`config.mk`:
```
export PLATFORM = sky130hd
export DESIGN_NAME = shs_ctrl
export DESIGN_NICKNAME = d
export VERILOG_FILES = /design/src/shs_pkg.sv /design/src/shs_ctrl.sv
export SDC_FILE = /design/constraint.sdc
export NUM_CORES = 1
export LEC_CHECK = 0
export BUFFER_PORTS_ARGS = -buffer_cell sky130_fd_sc_hd__buf_2
export CORE_MARGIN = 4
export CORE_UTILIZATION = 50
export DETAILED_ROUTE_END_ITERATION = 7
export PLACE_DENSITY = 0.74
export SLEW_MARGIN = 20
export SYNTH_ARGS = -nofsm -noshare
export SYNTH_HDL_FRONTEND = slang
export SYNTH_SLANG_ARGS = --single-unit
```
`constraint.sdc`:
```
create_clock -name i_clk -period 2.3 [get_ports i_clk]
set_input_delay 0.46 -clock i_clk [delete_from_list [all_inputs] [get_ports i_clk]]
set_output_delay 0.46 -clock i_clk [all_outputs]
set_load 0.03 [all_outputs]
```
`src/shs_pkg.sv`:
```
// ----------------------------------------------------------------------------
// shs_pkg
// shared widths, register indexes, command/status structs and helpers for
// the slope engine
// ----------------------------------------------------------------------------
`default_nettype none

package shs_pkg;

    localparam int PIX_W   = 16;
    localparam int ROW_W   = 2;
    localparam int FLUX_W  = 20;
    localparam int COM_W   = 22;
    localparam int QUAD_W  = 20;
    localparam int TOT_W   = 26;
    localparam int SQT_W   = 41;
    localparam int AVG_W   = 20;
    localparam int GAIN_W  = 16;
    localparam int SLOPE_W = 16;
    localparam int NUM_W   = 10;
    localparam int APF_W   = 19;
    localparam int CFG_IDX_W  = 2;
    localparam int CFG_DATA_W = 16;

    // shared divider and square root unit
    localparam int DIV_N_W = 41;
    localparam int DIV_D_W = 20;
    localparam int RT_W    = 21;

    localparam logic              MODE_RESET = 1'b1;
    localparam logic [GAIN_W-1:0] GAIN_RESET = 16'd6554;

    typedef enum logic [CFG_IDX_W-1:0] {
        CFG_CENTROID_MODE = 2'd0,
        CFG_PEAK_GAIN     = 2'd1
    } t_cfg_idx;

    typedef enum logic [2:0] {
        DIV_DX = 3'd0,
        DIV_DY = 3'd1,
        DIV_MX = 3'd2,
        DIV_MY = 3'd3,
        DIV_MS = 3'd4
    } t_div_sel;

    typedef struct packed {
        logic     row_fire;
        logic     div_start;
        t_div_sel div_sel;
        logic     sq1;
        logic     sq2;
        logic     spot_out;
        logic     rt_start;
        logic     pk1;
        logic     pk2;
        logic     sum_out;
    } t_cmd;

    typedef struct packed {
        logic row_last;
        logic zero_flux;
        logic last;
        logic div_done;
        logic rt_done;
        logic out_free;
    } t_sts;

    // signed saturation of a magnitude and sign to a 16 bit slope
    function automatic logic signed [SLOPE_W-1:0] sat_slope(
        input logic [DIV_N_W-1:0] mag,
        input logic               neg
    );
        logic [SLOPE_W-1:0] res;
        if (neg) begin
            if (mag > DIV_N_W'(32768)) res = 16'h8000;
            else                       res = SLOPE_W'(0) - mag[SLOPE_W-1:0];
        end else begin
            if (mag > DIV_N_W'(32767)) res = 16'h7fff;
            else                       res = mag[SLOPE_W-1:0];
        end
        return $signed(res);
    endfunction

endpackage

`default_nettype wire

```
`src/shs_ctrl.sv`:
```
// ----------------------------------------------------------------------------
// shs_ctrl
// sequencer for window completion, spot result and frame summary
// ----------------------------------------------------------------------------
`default_nettype none

module shs_ctrl (
    input  wire logic          i_clk,
    input  wire logic          i_rst_n,
    input  wire logic          i_in_valid,
    output logic               o_in_ready,
    input  wire shs_pkg::t_sts i_sts,
    output shs_pkg::t_cmd      o_cmd
);

    typedef enum logic [18:0] {
        S_IDLE     = 19'h00001,
        S_DX_GO    = 19'h00002,
        S_DX_WAIT  = 19'h00004,
        S_DY_GO    = 19'h00008,
        S_DY_WAIT  = 19'h00010,
        S_SQ1      = 19'h00020,
        S_SQ2      = 19'h00040,
        S_SPOT_OUT = 19'h00080,
        S_MX_GO    = 19'h00100,
        S_MX_WAIT  = 19'h00200,
        S_MY_GO    = 19'h00400,
        S_MY_WAIT  = 19'h00800,
        S_MS_GO    = 19'h01000,
        S_MS_WAIT  = 19'h02000,
        S_RT_GO    = 19'h04000,
        S_RT_WAIT  = 19'h08000,
        S_PK1      = 19'h10000,
        S_PK2      = 19'h20000,
        S_SUM_OUT  = 19'h40000
    } t_state;

    t_state r_state, n_state;

    always_ff @(posedge i_clk) begin
        if (!i_rst_n) begin
            r_state <= S_IDLE;
        end else begin
            r_state <= n_state;
        end
    end

    always_comb begin
        n_state       = r_state;
        o_cmd         = '0;
        o_cmd.div_sel = shs_pkg::DIV_DX;
        o_in_ready    = 1'b0;
        case (r_state)
            S_IDLE: begin
                o_in_ready = 1'b1;
                if (i_in_valid) begin
                    o_cmd.row_fire = 1'b1;
                    if (i_sts.row_last) n_state = S_DX_GO;
                end
            end
            S_DX_GO: begin
                if (i_sts.zero_flux) begin
                    n_state = S_SQ1;
                end else begin
                    o_cmd.div_start = 1'b1;
                    n_state         = S_DX_WAIT;
                end
            end
            S_DX_WAIT: begin
                if (i_sts.div_done) n_state = S_DY_GO;
            end
            S_DY_GO: begin
                o_cmd.div_sel   = shs_pkg::DIV_DY;
                o_cmd.div_start = 1'b1;
                n_state         = S_DY_WAIT;
            end
            S_DY_WAIT: begin
                o_cmd.div_sel = shs_pkg::DIV_DY;
                if (i_sts.div_done) n_state = S_SQ1;
            end
            S_SQ1: begin
                o_cmd.sq1 = 1'b1;
                n_state   = S_SQ2;
            end
            S_SQ2: begin
                o_cmd.sq2 = 1'b1;
                n_state   = S_SPOT_OUT;
            end
            S_SPOT_OUT: begin
                if (i_sts.out_free) begin
                    o_cmd.spot_out = 1'b1;
                    n_state        = i_sts.last ? S_MX_GO : S_IDLE;
                end
            end
            S_MX_GO: begin
                o_cmd.div_sel   = shs_pkg::DIV_MX;
                o_cmd.div_start = 1'b1;
                n_state         = S_MX_WAIT;
            end
            S_MX_WAIT: begin
                o_cmd.div_sel = shs_pkg::DIV_MX;
                if (i_sts.div_done) n_state = S_MY_GO;
            end
            S_MY_GO: begin
                o_cmd.div_sel   = shs_pkg::DIV_MY;
                o_cmd.div_start = 1'b1;
                n_state         = S_MY_WAIT;
            end
            S_MY_WAIT: begin
                o_cmd.div_sel = shs_pkg::DIV_MY;
                if (i_sts.div_done) n_state = S_MS_GO;
            end
            S_MS_GO: begin
                o_cmd.div_sel   = shs_pkg::DIV_MS;
                o_cmd.div_start = 1'b1;
                n_state         = S_MS_WAIT;
            end
            S_MS_WAIT: begin
                o_cmd.div_sel = shs_pkg::DIV_MS;
                if (i_sts.div_done) n_state = S_RT_GO;
            end
            S_RT_GO: begin
                o_cmd.rt_start = 1'b1;
                n_state        = S_RT_WAIT;
            end
            S_RT_WAIT: begin
                if (i_sts.rt_done) n_state = S_PK1;
            end
            S_PK1: begin
                o_cmd.pk1 = 1'b1;
                n_state   = S_PK2;
            end
            S_PK2: begin
                o_cmd.pk2 = 1'b1;
                n_state   = S_SUM_OUT;
            end
            S_SUM_OUT: begin
                if (i_sts.out_free) begin
                    o_cmd.sum_out = 1'b1;
                    n_state       = S_IDLE;
                end
            end
            default: n_state = S_IDLE;
        endcase
    end

endmodule

`default_nettype wire

```
==> out/results.txt <==
crit-path max cell delay -> 0.54 ns
Clk pwr share -> 0.145
worst path cell trace -> or4_4, buf_4, nor4_4, buf_4, nand4b_1, nand2_1, buf_6
CP startpoint -> r_state[8]$_SDFFE_PN0P_
R2R Path Start -> r_state[2]$_SDFFE_PN0P_
Crit Path Max Fanout -> 5
Data arrival, critical path -> 2.32 ns
FILL cells -> 133
Initial DRT Pass Iterations -> 5
pwr dens -> 573 nW/um2
wire per inst -> 21.9 um
number of H-tree levels -> 1
Cells after Synth -> 167
crit share post-route -> 1.21
R2R setup slack -> -0.37 ns
layout cells sized above 1 -> 0.494
Relative slew margins -> 0.463
Critical Path Sink Type -> output pin
final wirelength -> 5.95 mm
register with the most flip-flops -> r_state
area leader, netlist -> dfxtp_1
Die Footprint -> 3540 um2
later-pin clock latency in the skew report -> 0.31 ns
slowest stage cell on the critical path -> or4_4
# DRC -> 0
commonest non-fill, non-tap cells in the layout -> 55 x buf_4, 17 x buf_6, 17 x dfxtp_1
clock root buffer -> clkbuf_4
worst slew pin tran -> 0.795 ns
Static Leakage -> 0.906 nW
Critical Path RT -> 1.84 ns
Distinct cells, synth -> 49
DR vias -> 1798
setup TNS -> -9.63 ns
CP bufs+invs -> 3
max-slew violation count -> 0
post-route ant nets -> 0
Longest Clk Path Bufs -> 2
final worst slack -> -0.482 ns
CTS tree -> done
DIE HEIGHT -> 59.5 um
EDFF count, synth -> 0
top post-synthesis cells by area -> dfxtp_1 29%, nor2_1 4.8%, nor3_1 4.2%, nand2_1 4.0%, nor4_1 3.3%
Rows -> 18
Post-Syn Nets -> 176
Final setup viols -> 31
post-synthesis sequential area ratio -> 0.287
Area Growth Syn to Fin -> 61.4%
MaxCap Viol Count -> 0
FFs w/ async S/R, synth -> 0
largest net degree at the start of global routing -> 11
CTS Buf Count -> 3
Reg clk slew, reported paths -> 0.11 ns
top flop regs -> r_state: 19 flops
failing checks -> negative setup slack
# IOs -> 22
gr ovfl total -> 0
clock sink count -> 19
Hold Slack -> 0.403 ns
switching part of the total power -> 0.384
Worst Path Class, Setup -> reg -> out
max reg flops -> 19
first-pass GRT wire length -> 7.77 mm
Post-DP HPWL -> 3.27 mm
#FFs+latches synth -> 19
Synth Area in Compound Gates -> 0.152
initial antenna violation count -> 0
critical path endpoint -> o_cmd[10]
drt via density -> 6.63
yosys warns -> 0
Fin. Hold Viols -> 0
Worst path top cell family by delay -> simple AND/OR/NAND/NOR gates
Layout Skew -> 0.00285 ns
most used cell, CP -> buf_4
GPL Wtd Cong -> 0.884
FF+latch area -> 383 um2
Max VDD drop -> 0.000621 V
Port Buffer Count -> 21
die width -> 59.5 um
area of the multi-input gates -> 1010 um2
Synth Flop Type -> dfxtp_1
fmax -> 0.359 GHz
Post-Route Utilization -> 0.856
most common cell after layout, fill and taps aside -> buf_4
vias in the first global route -> 1675
CP Depth -> 7
Pint -> 0.756 mW
Starting Density -> 0.531
post-synth top area share -> 0.287
Syn Std Cell Area -> 1330 um2
post-synthesis adder-cell area fraction -> 0
mux share of post-synthesis cell area -> 0
status -> finished with violations
number of diodes -> 0
Syn Area/Cell -> 7.94 um2
class of the worst hold path -> in -> reg
DRT iter0 DRCs -> 129
GRT Overall Usage -> 0.293
critical path startpoint category -> register
Layout Nets -> 251
post-synthesis simple-gate area fraction -> 0.448
Comb power frac -> 0.571
switching power of the nets -> 0.471 mW
Core ar. -> 2500 um2
reg2reg path depth -> 11
Reg2Reg Capture Point -> r_state[9]$_SDFFE_PN0P_
xor and xnor area share after synthesis -> 0.0462
unrepaired setup endpoints after global routing -> true
largest family of logic cells by synthesized area -> simple AND/OR/NAND/NOR gates
crit path time final -> 2.78 ns
Seq pwr share -> 0.285
-- final cells by class --
cell class / instances / area share
inverters: 6 / 0.0105
clock buffers: 4 / 0.0123
flip-flops and latches: 19 / 0.179
multi-input cells: 131 / 0.473
well taps: 30 / 0.0175
repair buffers: 81 / 0.308
-- cell families (layout without fill, tap and decap cells) --
kind of cell,Yosys count,in the layout
xor+xnor,7,7
compound gates,29,29
buf+inv,17,91
flops,19,19
simple gates,95,95
-- routing by layer --
| layer | GRT usage | part of all wire | vias to the layer above |
|---|---|---|---|
| met5 | 0 | 0 | - |
| met4 | 0.161 | 0.088 | 0 |
| met3 | 0.0436 | 0.082 | 62 |
| met2 | 0.523 | 0.47 | 135 |
| met1 | 0.330 | 0.36 | 830 |
| li1 | - | - | 771 |
-- worst reg2reg max path: cells and delay by family (launching register included) --
family / cells / cell delay [ns]
buf+inv: 5 / 0.79
compound gates: 4 / 0.74
simple gates: 2 / 0.72
flops: 1 / 0.34
-- worst min-delay path by stage --
| stage | from | to | slack [ns] | cells after the start |
|---|---|---|---|---|
| floorplan | r_state[16]$_SDFFE_PN0P_ | r_state[17]$_SDFFE_PN0P_ | 0.50 | 2 |
| global placement | r_state[10]$_SDFFE_PN0P_ | r_state[12]$_SDFFE_PN0P_ | 0.58 | 2 |
| detailed placement | r_state[10]$_SDFFE_PN0P_ | r_state[12]$_SDFFE_PN0P_ | 0.60 | 2 |
| CTS | i_sts[2] | r_state[3]$_SDFFE_PN0P_ | 0.38 | 3 |
| global route | i_sts[2] | r_state[3]$_SDFFE_PN0P_ | 0.41 | 3 |
| finish | i_sts[2] | r_state[3]$_SDFFE_PN0P_ | 0.40 | 3 |
-- power groups by stage --
stage | Clock, mW | Sequential, mW | Combinational, mW
global route | 0.189 | 0.350 | 0.730
floorplan | 0 | 0.358 | 0.279
finish | 0.177 | 0.349 | 0.701
CTS | 0.179 | 0.348 | 0.559
detailed placement | 0 | 0.355 | 0.455
global placement | 0 | 0.355 | 0.441
-- synth_stat cells, drive strengths merged (4+ instances only) --
library cell	count
and3	4
nand2	14
buf	8
inv	5
nand3	5
a21oi	7
xnor2	5
or4	5
nor2	17
o21ai	9
dfxtp	19
nor3	13
nor4	10
or3	4
-- metrics by stage --
stage	area (um2)	power (mW)	setup slack [ns]	cells
2_1_floorplan	1360	0.637	-0.306	167
3_3_place_gp	1780	0.796	-0.131	254
3_5_place_dp	1780	0.810	-0.172	254
4_1_cts	2000	1.09	-0.437	266
5_1_grt	2140	1.27	-0.567	271
6_report	2140	1.23	-0.482	271
-- timing repair --
item	CTS	global route
gates resized for setup	34	26
pin swaps	7	10
gates cloned	0	0
setup buffers	8	6
endpoints found under the setup margin	28	31
hold buffers	0	0
(Power assumes the default switching activity.)
